===== src/rtl/shortest_path_all_orders_search_assert.svh =====
// Assertion macros used by the top file, which checks its own logic.
// Each macro names the assertion, the clock and the active-low reset.
`ifndef SHORTEST_PATH_ALL_ORDERS_SEARCH_ASSERT_SVH
`define SHORTEST_PATH_ALL_ORDERS_SEARCH_ASSERT_SVH

// The consequent must hold in the same cycle as the antecedent.
`define SPAOS_ASSERT_SAME(name, clk, rstn, ante, cons) \
	name: assert property (@(posedge clk) disable iff (!rstn) (ante) |-> (cons)) \
		else $error("spaos assertion failed");

// The consequent must hold in the cycle after the antecedent.
`define SPAOS_ASSERT_NEXT(name, clk, rstn, ante, cons) \
	name: assert property (@(posedge clk) disable iff (!rstn) (ante) |=> (cons)) \
		else $error("spaos assertion failed");

`endif


===== src/rtl/spaos_pkg.sv =====
package spaos_pkg;

	// Default number of cities.
	localparam int CITIES_DEF = 5;

	// Field widths.
	localparam int EDGE_W = 16;
	localparam int LEN_W  = 18;

	// Path sums before saturation, one bit wider than a path length.
	localparam int SUM_W = 19;

	// Saturated length, also the starting value of the running minimum.
	localparam logic [LEN_W-1:0] LEN_MAX = '1;

	typedef logic [EDGE_W-1:0] edge_t;
	typedef logic [LEN_W-1:0]  len_t;

	// Tells the loader that the search of one matrix bank has finished.
	typedef struct packed {
		logic valid;
		logic bank;
	} release_t;

endpackage


===== src/rtl/spaos_ram.sv =====
module spaos_ram #(
	parameter int WIDTH = 16,
	parameter int DEPTH = 2,
	localparam int AW = $clog2(DEPTH)
) (
	input  logic             clk,
	input  logic             we,
	input  logic [AW-1:0]    waddr,
	input  logic [WIDTH-1:0] wdata,
	input  logic             re,
	input  logic [AW-1:0]    raddr,
	output logic [WIDTH-1:0] rdata
);

	logic [WIDTH-1:0] mem_q [0:DEPTH-1];
	logic [WIDTH-1:0] rdata_q;

	// One write port and one read port with registered read data.
	always_ff @(posedge clk) begin
		if (we) begin
			mem_q[waddr] <= wdata;
		end
		if (re) begin
			rdata_q <= mem_q[raddr];
		end
	end

	assign rdata = rdata_q;

endmodule


===== src/rtl/spaos_job_fifo.sv =====
module spaos_job_fifo (
	input  logic clk,
	input  logic arst_n,
	input  logic push,
	input  logic push_bank,
	input  logic pop,
	output logic pop_bank,
	output logic full,
	output logic empty
);

	logic       slot_q [0:1];
	logic       wr_ptr_q;
	logic       rd_ptr_q;
	logic [1:0] count_q;

	assign full     = count_q == 2'd2;
	assign empty    = count_q == 2'd0;
	assign pop_bank = slot_q[rd_ptr_q];

	// Pointers and fill level of the two-entry job queue.
	always_ff @(posedge clk or negedge arst_n) begin
		if (!arst_n) begin
			wr_ptr_q <= 1'b0;
			rd_ptr_q <= 1'b0;
			count_q  <= 2'd0;
		end else begin
			if (push) begin
				wr_ptr_q <= ~wr_ptr_q;
			end
			if (pop) begin
				rd_ptr_q <= ~rd_ptr_q;
			end
			unique case ({push, pop})
				2'b10: count_q <= count_q + 2'd1;
				2'b01: count_q <= count_q - 2'd1;
				default: count_q <= count_q;
			endcase
		end
	end

	// Each job carries only the bank that holds its matrix.
	always_ff @(posedge clk) begin
		if (push) begin
			slot_q[wr_ptr_q] <= push_bank;
		end
	end

endmodule


===== src/rtl/spaos_front.sv =====
module spaos_front #(
	parameter int CITIES = spaos_pkg::CITIES_DEF,
	localparam int AW = $clog2(2 * CITIES * CITIES)
) (
	input  logic                clk,
	input  logic                arst_n,
	input  logic                edge_valid,
	output logic                edge_stall,
	input  spaos_pkg::edge_t    edge_length,
	input  logic                fifo_full,
	input  spaos_pkg::release_t rel,
	output logic                job_push,
	output logic                job_bank,
	output logic                we,
	output logic [AW-1:0]       waddr,
	output spaos_pkg::edge_t    wdata
);

	import spaos_pkg::*;

	localparam int ENTRIES = CITIES * CITIES;
	localparam int CNT_W = $clog2(ENTRIES);
	localparam logic [CNT_W-1:0] LAST_ENTRY = CNT_W'(ENTRIES - 1);
	localparam logic [AW-1:0] BANK_BASE = AW'(ENTRIES);

	logic [CNT_W-1:0] count_q;
	logic             bank_q;
	logic [1:0]       busy_q;
	logic [1:0]       busy_d;
	logic             accept;
	logic             last;

	// A bank that is still being searched cannot take new entries.
	assign edge_stall = busy_q[bank_q] | fifo_full;
	assign accept     = edge_valid & ~edge_stall;
	assign last       = count_q == LAST_ENTRY;

	// Each accepted beat goes straight into the current bank.
	assign we    = accept;
	assign waddr = (bank_q ? BANK_BASE : '0) + AW'(count_q);
	assign wdata = edge_length;

	// The last entry of a matrix hands the bank over to the search.
	assign job_push = accept & last;
	assign job_bank = bank_q;

	always_comb begin
		busy_d = busy_q;
		if (rel.valid) begin
			busy_d[rel.bank] = 1'b0;
		end
		if (job_push) begin
			busy_d[bank_q] = 1'b1;
		end
	end

	// Entry counter, fill bank and bank ownership.
	always_ff @(posedge clk or negedge arst_n) begin
		if (!arst_n) begin
			count_q <= '0;
			bank_q  <= 1'b0;
			busy_q  <= 2'b00;
		end else begin
			busy_q <= busy_d;
			if (accept) begin
				if (last) begin
					count_q <= '0;
					bank_q  <= ~bank_q;
				end else begin
					count_q <= count_q + CNT_W'(1);
				end
			end
		end
	end

endmodule


===== src/rtl/spaos_back.sv =====
module spaos_back #(
	parameter int CITIES = spaos_pkg::CITIES_DEF,
	localparam int AW = $clog2(2 * CITIES * CITIES)
) (
	input  logic                 clk,
	input  logic                 arst_n,
	input  logic                 job_empty,
	input  logic                 job_bank,
	output logic                 job_pop,
	output logic                 re,
	output logic [AW-1:0]        raddr,
	input  spaos_pkg::edge_t     rdata,
	output spaos_pkg::release_t  rel,
	output logic                 result_valid,
	input  logic                 result_stall,
	output spaos_pkg::len_t      shortest_length
);

	import spaos_pkg::*;

	localparam int CW = $clog2(CITIES);
	localparam int ENTRIES = CITIES * CITIES;
	localparam logic [AW-1:0] BANK_BASE = AW'(ENTRIES);
	localparam logic [AW-1:0] STRIDE = AW'(CITIES);
	localparam logic [CW-1:0] LAST_EDGE = CW'(CITIES - 2);

	typedef logic [CW-1:0] city_t;
	typedef enum logic [1:0] {IDLE, RUN, FIN} state_t;

	state_t           state_q;
	city_t            digit_q [1:CITIES-1];
	city_t            digit_d [1:CITIES-1];
	city_t            raw [0:CITIES-1];
	city_t            city [0:CITIES-1];
	city_t            edge_q;
	logic             bank_q;
	logic             digits_max;
	logic             issue;
	logic             last_edge;
	logic             rd_s1;
	logic             first_s1;
	logic             last_edge_s1;
	logic             last_order_s1;
	logic [SUM_W-1:0] acc_q;
	logic [SUM_W-1:0] sum;
	len_t             sat;
	len_t             best_q;
	len_t             best_d;
	logic             finish;
	logic             result_valid_q;
	len_t             result_q;

	// Lehmer decode of the factorial-base digits into city numbers.
	always_comb begin
		raw[0]  = '0;
		city[0] = '0;
		for (int k = 1; k < CITIES; k++) begin
			raw[k]  = digit_q[k];
			city[k] = digit_q[k];
		end
		for (int k = CITIES - 1; k > 0; k--) begin
			for (int j = k - 1; j >= 0; j--) begin
				if (raw[j] <= city[k]) begin
					city[k] = city[k] + city_t'(1);
				end
			end
		end
	end

	// Mixed-radix increment; digit k counts up to CITIES-1-k.
	always_comb begin
		logic carry;
		carry      = 1'b1;
		digits_max = 1'b1;
		for (int k = CITIES - 1; k > 0; k--) begin
			digit_d[k] = digit_q[k];
			if (digit_q[k] != CW'(CITIES - 1 - k)) begin
				digits_max = 1'b0;
			end
			if (carry) begin
				if (digit_q[k] == CW'(CITIES - 1 - k)) begin
					digit_d[k] = '0;
				end else begin
					digit_d[k] = digit_q[k] + city_t'(1);
					carry      = 1'b0;
				end
			end
		end
	end

	// One edge of the current order is read each cycle.
	assign issue     = state_q == RUN;
	assign last_edge = edge_q == LAST_EDGE;
	assign re        = issue;
	assign raddr     = (bank_q ? BANK_BASE : '0)
		+ AW'(city[edge_q]) * STRIDE
		+ AW'(city[edge_q + city_t'(1)]);

	// A new job starts only once the previous result has left.
	assign job_pop = (state_q == IDLE) & ~job_empty & ~result_valid_q;

	// Accumulate the edge that returns from memory and keep the minimum.
	assign sum    = (first_s1 ? '0 : acc_q) + SUM_W'(rdata);
	assign sat    = (sum > SUM_W'(LEN_MAX)) ? LEN_MAX : sum[LEN_W-1:0];
	assign best_d = (sat < best_q) ? sat : best_q;
	assign finish = rd_s1 & last_edge_s1 & last_order_s1;

	assign rel.valid = finish;
	assign rel.bank  = bank_q;

	assign result_valid    = result_valid_q;
	assign shortest_length = result_q;

	// Sequencer, read stage and output register.
	always_ff @(posedge clk or negedge arst_n) begin
		if (!arst_n) begin
			state_q        <= IDLE;
			edge_q         <= '0;
			bank_q         <= 1'b0;
			rd_s1          <= 1'b0;
			first_s1       <= 1'b0;
			last_edge_s1   <= 1'b0;
			last_order_s1  <= 1'b0;
			acc_q          <= '0;
			best_q         <= LEN_MAX;
			result_valid_q <= 1'b0;
			result_q       <= '0;
			for (int k = 1; k < CITIES; k++) begin
				digit_q[k] <= '0;
			end
		end else begin
			rd_s1         <= issue;
			first_s1      <= edge_q == '0;
			last_edge_s1  <= last_edge;
			last_order_s1 <= digits_max;
			if (rd_s1) begin
				acc_q <= sum;
			end
			if (rd_s1 & last_edge_s1) begin
				best_q <= best_d;
			end

			unique case (state_q)
				IDLE: begin
					if (job_pop) begin
						bank_q  <= job_bank;
						edge_q  <= '0;
						best_q  <= LEN_MAX;
						state_q <= RUN;
						for (int k = 1; k < CITIES; k++) begin
							digit_q[k] <= '0;
						end
					end
				end
				RUN: begin
					if (last_edge) begin
						edge_q <= '0;
						if (digits_max) begin
							state_q <= FIN;
						end else begin
							for (int k = 1; k < CITIES; k++) begin
								digit_q[k] <= digit_d[k];
							end
						end
					end else begin
						edge_q <= edge_q + city_t'(1);
					end
				end
				FIN: begin
					state_q <= IDLE;
				end
				default: begin
					state_q <= IDLE;
				end
			endcase

			// The result beat waits here until the receiver takes it.
			if (finish) begin
				result_valid_q <= 1'b1;
				result_q       <= best_d;
			end else if (!result_stall) begin
				result_valid_q <= 1'b0;
			end
		end
	end

endmodule


===== src/rtl/shortest_path_all_orders_search.sv =====
// Brute-force shortest open path. Feed the CITIES*CITIES distance matrix one entry per beat,
// row-major (row is the from-city). After the last entry the block tries every order of the
// cities that starts at city 0 and returns the least sum of edges along an order as one beat,
// saturated at 2^18-1. The matrix memory has two banks, so the next matrix can be loaded
// while the previous one is searched. The search reads one edge per cycle from the single
// read port of that memory. A search starts only after the previous result beat has been
// taken.
`include "shortest_path_all_orders_search_assert.svh"

module shortest_path_all_orders_search #(
	parameter int CITIES = spaos_pkg::CITIES_DEF
) (
	input  logic             clk,
	input  logic             arst_n,
	input  logic             edge_valid,
	output logic             edge_stall,
	input  spaos_pkg::edge_t edge_length,
	output logic             result_valid,
	input  logic             result_stall,
	output spaos_pkg::len_t  shortest_length
);

	import spaos_pkg::*;

	localparam int DEPTH = 2 * CITIES * CITIES;
	localparam int AW = $clog2(DEPTH);

	logic          we;
	logic [AW-1:0] waddr;
	edge_t         wdata;
	logic          re;
	logic [AW-1:0] raddr;
	edge_t         rdata;
	logic          job_push;
	logic          job_bank;
	logic          job_pop;
	logic          pop_bank;
	logic          fifo_full;
	logic          fifo_empty;
	release_t      rel;

	// Loader: stores entries and hands over full matrices.
	spaos_front #(
		.CITIES(CITIES)
	) u_front (
		.clk        (clk),
		.arst_n     (arst_n),
		.edge_valid (edge_valid),
		.edge_stall (edge_stall),
		.edge_length(edge_length),
		.fifo_full  (fifo_full),
		.rel        (rel),
		.job_push   (job_push),
		.job_bank   (job_bank),
		.we         (we),
		.waddr      (waddr),
		.wdata      (wdata)
	);

	// Queue of matrices waiting for the search.
	spaos_job_fifo u_job_fifo (
		.clk      (clk),
		.arst_n   (arst_n),
		.push     (job_push),
		.push_bank(job_bank),
		.pop      (job_pop),
		.pop_bank (pop_bank),
		.full     (fifo_full),
		.empty    (fifo_empty)
	);

	// Two banks of distance entries.
	spaos_ram #(
		.WIDTH(EDGE_W),
		.DEPTH(DEPTH)
	) u_ram (
		.clk  (clk),
		.we   (we),
		.waddr(waddr),
		.wdata(wdata),
		.re   (re),
		.raddr(raddr),
		.rdata(rdata)
	);

	// Search over all visiting orders.
	spaos_back #(
		.CITIES(CITIES)
	) u_back (
		.clk            (clk),
		.arst_n         (arst_n),
		.job_empty      (fifo_empty),
		.job_bank       (pop_bank),
		.job_pop        (job_pop),
		.re             (re),
		.raddr          (raddr),
		.rdata          (rdata),
		.rel            (rel),
		.result_valid   (result_valid),
		.result_stall   (result_stall),
		.shortest_length(shortest_length)
	);

	// The loader never hands over a matrix when the queue has no room.
	`SPAOS_ASSERT_SAME(a_push_room, clk, arst_n, job_push, !fifo_full)
	// The search never takes a job from an empty queue.
	`SPAOS_ASSERT_SAME(a_pop_avail, clk, arst_n, job_pop, !fifo_empty)
	// A finished search shows its result beat in the next cycle.
	`SPAOS_ASSERT_NEXT(a_release_result, clk, arst_n, rel.valid, result_valid)
	// A result beat appears only right after a search has finished.
	`SPAOS_ASSERT_SAME(a_result_origin, clk, arst_n, $rose(result_valid), $past(rel.valid))

endmodule

===== config.mk =====
export PLATFORM = sky130hd
export DESIGN_NAME = shortest_path_all_orders_search
export DESIGN_NICKNAME = d
export VERILOG_FILES = /design/src/rtl/spaos_pkg.sv /design/src/rtl/spaos_ram.sv /design/src/rtl/spaos_job_fifo.sv /design/src/rtl/spaos_front.sv /design/src/rtl/spaos_back.sv /design/src/rtl/shortest_path_all_orders_search.sv
export VERILOG_INCLUDE_DIRS = /design/src /design/src/rtl
export SDC_FILE = /design/constraint.sdc
export NUM_CORES = 1
export LEC_CHECK = 0
export BUFFER_PORTS_ARGS = -buffer_cell sky130_fd_sc_hd__buf_2
export CORE_ASPECT_RATIO = 0.9
export CORE_MARGIN = 3
export CORE_UTILIZATION = 25
export CTS_CLUSTER_DIAMETER = 100
export CTS_CLUSTER_SIZE = 12
export DETAILED_ROUTE_END_ITERATION = 8
export PLACE_DENSITY = 0.39
export SLEW_MARGIN = 20
export SYNTH_ARGS = -nofsm -noshare
export SYNTH_HDL_FRONTEND = slang
export SYNTH_SLANG_ARGS = --single-unit

===== constraint.sdc =====
create_clock -name clk -period 9.7 [get_ports clk]
set_clock_uncertainty 0.15 [all_clocks]
set_input_delay 1.94 -clock clk [delete_from_list [all_inputs] [get_ports clk]]
set_output_delay 1.94 -clock clk [all_outputs]
set_load 0.1 [all_outputs]

After elaboration in Yosys (flattened, before gate mapping)
Memories as Yosys holds them, arrays and structs flattened. A register that Yosys moved wholly into a read port is not among the register bits.
Cells that the tools add are included.
{"block": "word_totals", "register_bits": 89, "ramBits": 802, "input_bits": 20, "out_inout_bits": 20, "word_cells": 182, "mem_count": 2}
{"memory": "u_ram.mem_q", "words": 50, "word_bits": 16, "rd": 1, "rd_ports_with_merged_regs": 1, "wr": 1, "line": "spaos_ram.sv:15", "rtl": "logic [WIDTH-1:0] mem_q [0:DEPTH-1];"}
{"memory": "u_job_fifo.slot_q", "words": 2, "word_bits": 1, "rd": 1, "rd_ports_with_merged_regs": 1, "wr": 1, "line": "spaos_job_fifo.sv:12", "rtl": "logic slot_q [0:1];"}
{"block": "op_classes", "n_addsub": 18, "n_mul": 1, "n_lt_le_gt_ge": 18, "eq_ne": 20, "muxes": 67, "bitwise_logic": 18, "n_reduce_logical": 18}
{"op": "$mux 18", "n": 5}
{"op": "$mux 3", "n": 23}
{"op": "$mux 12", "n": 3}
{"op": "$add 3x1->3 const B", "n": 11}
{"op": "$pmux 12 s2", "n": 1}
{"op": "$add 19x16->19", "n": 1}
{"op": "$gt 19x18->1 const B", "n": 1}
{"op": "$mux 1", "n": 19}
{"op": "$mux 19", "n": 1}
{"op": "$bmux 3 s3", "n": 2}
{"op": "$le 3x3->1", "n": 6}
{"op": "$lt 18x18->1", "n": 1}
{"op": "$mux 5", "n": 3}
{"op": "$reduce_and 5->1", "n": 3}
{"op": "$le 1x3->1 const A", "n": 4}
{"op": "$ne 2x2->1 const B", "n": 6}
{"op": "$mux 2", "n": 5}
{"op": "$eq 3x2->1 const B", "n": 3}
{"op": "$ge 4x4->1 const B", "n": 2}
{"op": "$not 3->4", "n": 2}
{"op": "$pmux 2 s2", "n": 2}
{"op": "$add 6x3->6", "n": 1}
{"op": "$add 6x5->6", "n": 1}
{"op": "$add 6x6->6", "n": 1}
{"op": "other kinds (30)", "n": 53}

Logic depth before layout (Yosys ltp)
{"block": "depth", "word_depth": 14, "mapped_depth": 31, "mapped_depth_nobuf": 30}

By module
From an unflattened synthesis, not the netlist that was laid out.
{"block": "hier_totals", "hier_cells": 2429, "hier_area_um2": 38937.3}
{"mod": "spaos_ram", "instances": 1, "cells_each": 1650, "area_per_inst_um2": 31854.3, "seq_area_each_um2": 24503.5}
{"mod": "spaos_back", "instances": 1, "cells_each": 691, "area_per_inst_um2": 6137.1, "seq_area_each_um2": 1974.4}
{"mod": "spaos_front", "instances": 1, "cells_each": 69, "area_per_inst_um2": 688.2, "seq_area_each_um2": 200.2}
{"mod": "spaos_job_fifo", "instances": 1, "cells_each": 19, "area_per_inst_um2": 257.7, "seq_area_each_um2": 160.2}

Worst setup path before layout
OpenSTA, ideal clock, no wires.
{"block": "synth_timing", "path_kind": "flip-flop to flip-flop", "startpoint": "register u_back.digit_q[2] (netlist bit)", "endpoint": "register u_ram.rdata_q[11], in the netlist u_ram.rdata[11] (read register of u_ram.mem_q) (data pin)", "setup_time_ns": 0.270, "arrival_ns": 7.835, "required_ns": 9.280, "path_slack_ns": 1.445, "path_stages_with_launch": 29, "path_buffers": 2, "synth_period_minus_slack_ns": 8.255, "path_cell_list": "dfrtp_1 inv_1 ha_1 and3b_1 o21a_2 xnor2_1 ha_1 o41a_1 o311a_1 nor2_1 ha_1 or2_2 maj3_2 maj3_2 xor2_1 ha_1 xor2_1 xnor2_1 a41o_1 ha_1 ha_1 inv_1 fa_1 xor2_1 buf_2 buf_1 mux4_2 mux2i_1 a21oi_1"}
{"block": "synth_between", "elab_chain_len": 14, "elab_cells_between_ends": 21, "cone_classes": "add/sub: 6; mul: 1; order compare: 4; mux: 10"}
{"item": "from (decl)", "line": "spaos_back.sv:31", "rtl": "city_t digit_q [1:CITIES-1];"}
{"item": "from (signal, indexed assignment)", "line": "spaos_back.sv:162", "rtl": "digit_q[k] <= digit_d[k];"}
{"item": "$add 3x1->3 or $le 3x3->1 (tied branches)", "line": "spaos_back.sv:64, spaos_back.sv:63"}
{"item": "$mux 3 (*)", "line": "spaos_back.sv:63", "rtl": "if (raw[j] <= city[k]) begin"}
{"item": "$add 3x1->3 or $le 3x3->1 (tied branches)", "line": "spaos_back.sv:64, spaos_back.sv:63"}
{"item": "$mux 3 (*)", "line": "spaos_back.sv:63"}
{"item": "$add 3x1->3 or $le 3x3->1 (tied branches)", "line": "spaos_back.sv:64, spaos_back.sv:63"}
{"item": "$mux 3 (*)", "line": "spaos_back.sv:63"}
{"item": "$add 3x1->3 or $le 1x3->1 (tied branches)", "line": "spaos_back.sv:64, spaos_back.sv:63"}
{"item": "$mux 3 (*)", "line": "spaos_back.sv:63"}
{"item": "$bmux 3 s3", "line": "spaos_back.sv:96", "rtl": "+ AW'(city[edge_q]) * STRIDE"}
{"item": "$mux 3 (not written as such) (2 in a row)", "line": "spaos_back.sv:96"}
{"item": "$mul 3x3->6", "line": "spaos_back.sv:96"}
{"item": "$add 6x6->6", "line": "spaos_back.sv:96"}
{"item": "$add 6x3->6 (*)", "line": "spaos_back.sv:97", "rtl": "+ AW'(city[edge_q + city_t'(1)]);"}
{"item": "to (decl)", "line": "spaos_ram.sv:16", "rtl": "logic [WIDTH-1:0] rdata_q;"}
Every way passes the cells marked *; elsewhere a longest branch is shown, timed or not. The select of a mux whose other input is x is not followed.
A chain may end at the register's enable or synchronous reset.

Worst setup path in the final report
{"block": "layout_timing", "startpoint": "register u_back.digit_q[2] (netlist bit)", "endpoint": "register u_ram.rdata_q[5], in the netlist u_ram.rdata[5] (read register of u_ram.mem_q) (data pin)"}
Same word-level chain as after synthesis.

==> metrics.cfg <==
[worst_setup_path]
slowest_delay_ns=0.55
critPathSlowestCell=mux4_2
crit_required_ns=9.97
critPathMaxFanout=29
end_kind=flip-flop
cp.arrival_ns=9.53
cp_common_cell=ha_1
criticalPathCategory=reg -> reg
critPathLaunchType=flip-flop

[timing]
finalSetupViolCount=0
fin_tns_setup_ns=0
clock.fmax_mhz=108
fin_crit_ns=9.26
fin_crit_sh_pct=95.5
worstMarginPinSlew_ns=1.09
final-hold-violation-count=0
rsz0062_at_grt=false
drv_slew=0
relSlewSlack_pct=27.6

[grt]
globalRouteTotalUtil_pct=13.5
grt_pass1_wl_um=153000
grt_pass1_vias=20500
grt_max_degree=51
overflow=0
antenna_found_initial=3

[yosys]
synth_top_area_cell=edfxtp_1
synth_common_cells=edfxtp_1 (818), mux4_2 (240), nor2_1 (114), nand2_1 (86), ha_1 (83)
async_flop_share_pct=9.91
yosysTopAreaCellShare_pct=64.2
netlist_top_cells_area=edfxtp_1 (64%), mux4_2 (14%), dfrtp_1 (4.7%), ha_1 (2.7%), mux2i_1 (1.7%)
ys_seq_area_share_pct=70.2
synth_edf_count=818
synth_most_common_cell=edfxtp_1
synthesis.nets=2183
synth.distinct_cells=81
syn_area_mm2=0.0382
synth-seq-cells=908
synth_top_flop_cell=edfxtp_1
postSynthAreaPerCell_um2=18.4
synth_warnings=0
synth_cells=2076

[worst_hold_path]
min_path_type=reg -> reg

[die]
die_w_um=418
num_rows=135
start_util_pct=25.3
dieArea_mm2=0.158
fp.dieH_um=377
core-area_mm2=0.151
io_pins=40

[place]
dp_hpwl_um=65600
place_inst=4103
gp_congestion=0.747
io_buffers=39
dpl-instance-area_mm2=0.0417

[drt]
drtAntennaViolNets=0
dr_total_vias=19800
drc_errors=0
first_pass_iters=5
drt_iter0_drc=1417
routed_wl_um=106000
vias_per_cell=4.69
wire_per_inst_um=25.1

[clocking]
cts_hold_buf=0
numCtsBuffers=86
post-cts-setup-buffers=0
cts_tree=done
clock_latency_ns=0.70
cts-root-buf=clkbuf_16
clock-sinks=908
htree_num_levels=3
path_clk_slew_ns=0.07
clockBufferDepth=3

[power_and_ir_drop]
power.total_w=0.00742
peakVddDrop_uv=124
leakage_nw=14.6
powerDensity_mw_per_mm2=168

[final_layout]
drive_gt1_share_pct=25.8
finish.instance_area_mm2=0.0441
area_growth_pct=15.3
finalNonFillerCells=4213
final_nets=2314

[run]
max-cap-violations=0

[outcome]
status=complete, no violations

==> state kept, by name, summed over array words and instances (netlist names), 2 cells and up <==
signal	flops
u_back.best_q	18
u_back.acc_q	19
u_ram.mem_q	800
u_back.shortest_length	18
u_back.edge_q	3
u_ram.rdata	16
u_back.digit_q	12
u_back.state_q	2
u_job_fifo.slot_q	2
u_job_fifo.count_q	2
u_front.busy_q	2
u_front.count_q	5
==> final timing paths <==
path | slack (ns) | to | cells past startpoint | startpoint
max in group asynchronous | 7.11 | u_back.acc_q[6]$_DFFE_PN0P_ | 2 | arst_n
max | 0.44 | u_ram.rdata[5]$_DFFE_PP_ | 28 | u_back.digit_q[2]$_DFFE_PN0P_
max reg2reg | 0.44 | u_ram.rdata[5]$_DFFE_PP_ | 28 | u_back.digit_q[2]$_DFFE_PN0P_
min in group asynchronous | 1.12 | u_back.digit_q[6]$_DFFE_PN0P_ | 1 | arst_n
min | 0.34 | u_back.shortest_length[16]$_DFFE_PN0P_ | 2 | u_back.shortest_length[16]$_DFFE_PN0P_
min reg2reg | 0.34 | u_back.shortest_length[16]$_DFFE_PN0P_ | 2 | u_back.shortest_length[16]$_DFFE_PN0P_
==> report_power, final <==
group	internal (W)	switching (W)
Combinational	0.00000579	0.0000683
Sequential	0.00426	0.0000000000000000000175
Clock	0.00162	0.00146
==> cell usage in the layout, fill, tap and decap left out, types with 5 or more instances in the layout <==
cell type / Yosys / layout
dfrtp_1: 72 / 72
mux2i_1: 65 / 65
nand4_1: 14 / 14
ha_1: 83 / 82
o21ai_0: 36 / 36
o21ai_1: 5 / 5
a21oi_1: 45 / 45
nor2_2: 0 / 44
nand3_1: 42 / 42
nor2b_1: 19 / 19
dfstp_2: 18 / 18
nand2_1: 86 / 86
mux2_2: 7 / 7
or4_1: 5 / 5
or3_1: 5 / 5
nor2_1: 114 / 66
a31oi_1: 13 / 13
a211oi_1: 18 / 15
inv_1: 81 / 81
and3_1: 6 / 6
clkbuf_16: 0 / 87
buf_12: 0 / 14
buf_2: 6 / 34
o311ai_1: 13 / 13
mux4_2: 240 / 240
edfxtp_1: 818 / 818
nor3_1: 20 / 20
o211ai_1: 8 / 8
xor2_1: 13 / 10
xnor2_1: 23 / 23
nand2b_1: 7 / 7
clkbuf_1: 58 / 10
a21o_1: 25 / 25
buf_4: 1 / 85
o31ai_1: 6 / 6
==> repair_timing <==
| action | 4_1_cts | 5_1_grt |
|---|---|---|
| setup endpoints to repair | 0 | 6 |
| endpoints found under the hold margin | 0 | 0 |
| resized for setup | 0 | 3 |
==> final cells by class <==
cell class	count	area [um2]
Multi-Input combinational cell	994	11000
Antenna cell	1	2.50
Clock buffer	97	2210
Inverter	83	312
Sequential cell	908	26800
Timing Repair Buffer	134	1120
Clock inverter	10	161
Fill cell	14700	107000
Tap cell	1986	2480
==> kinds of logic (layout without fill, tap and decap cells) <==
logic type	count (synthesis)	in the layout	share of synthesized area, %
AO/OA/AOI/OAI	218	218	4.04
adder cells (fa/ha/maj)	89	89	2.98
multiplexers	313	313	16.1
AND/OR/NAND/NOR	337	337	4.08
flip-flops	908	908	70.2
XOR/XNOR	37	37	0.883
buffers and inverters	174	324	1.76
other	0	1	0
==> critical path, delay by kind of cell (launching register included) <==
| kind | cells | cell delay [ns] |
|---|---|---|
| buf+inv | 3 | 0.53 |
| flops | 1 | 0.48 |
| simple gates | 4 | 0.97 |
| compound gates | 6 | 1.86 |
| xor+xnor | 5 | 1.40 |
| fa+ha+maj | 9 | 3.02 |
| mux | 1 | 0.55 |
==> metal layers <==
layer  vias to the layer above  track usage, %  share of wire (%)
li1                       8580               -                  -
met1                     10700            19.5                 48
met2                       375            21.2                 46
met3                       126            2.27                3.8
met4                         0            2.88                1.9
met5                         -               0                  0
==> per-stage QoR <==
step                      hold WS, ns  utilization, %  setup WS (ns)
after floorplan                 0.310               -           1.44
after global placement          0.325            27.5          0.475
after detailed placement        0.334            27.6          0.323
after CTS                       0.349            29.1          0.300
after global routing            0.365            29.2       0.000886
final                           0.339            29.2          0.440
Power figures use the tool's default switching activity.
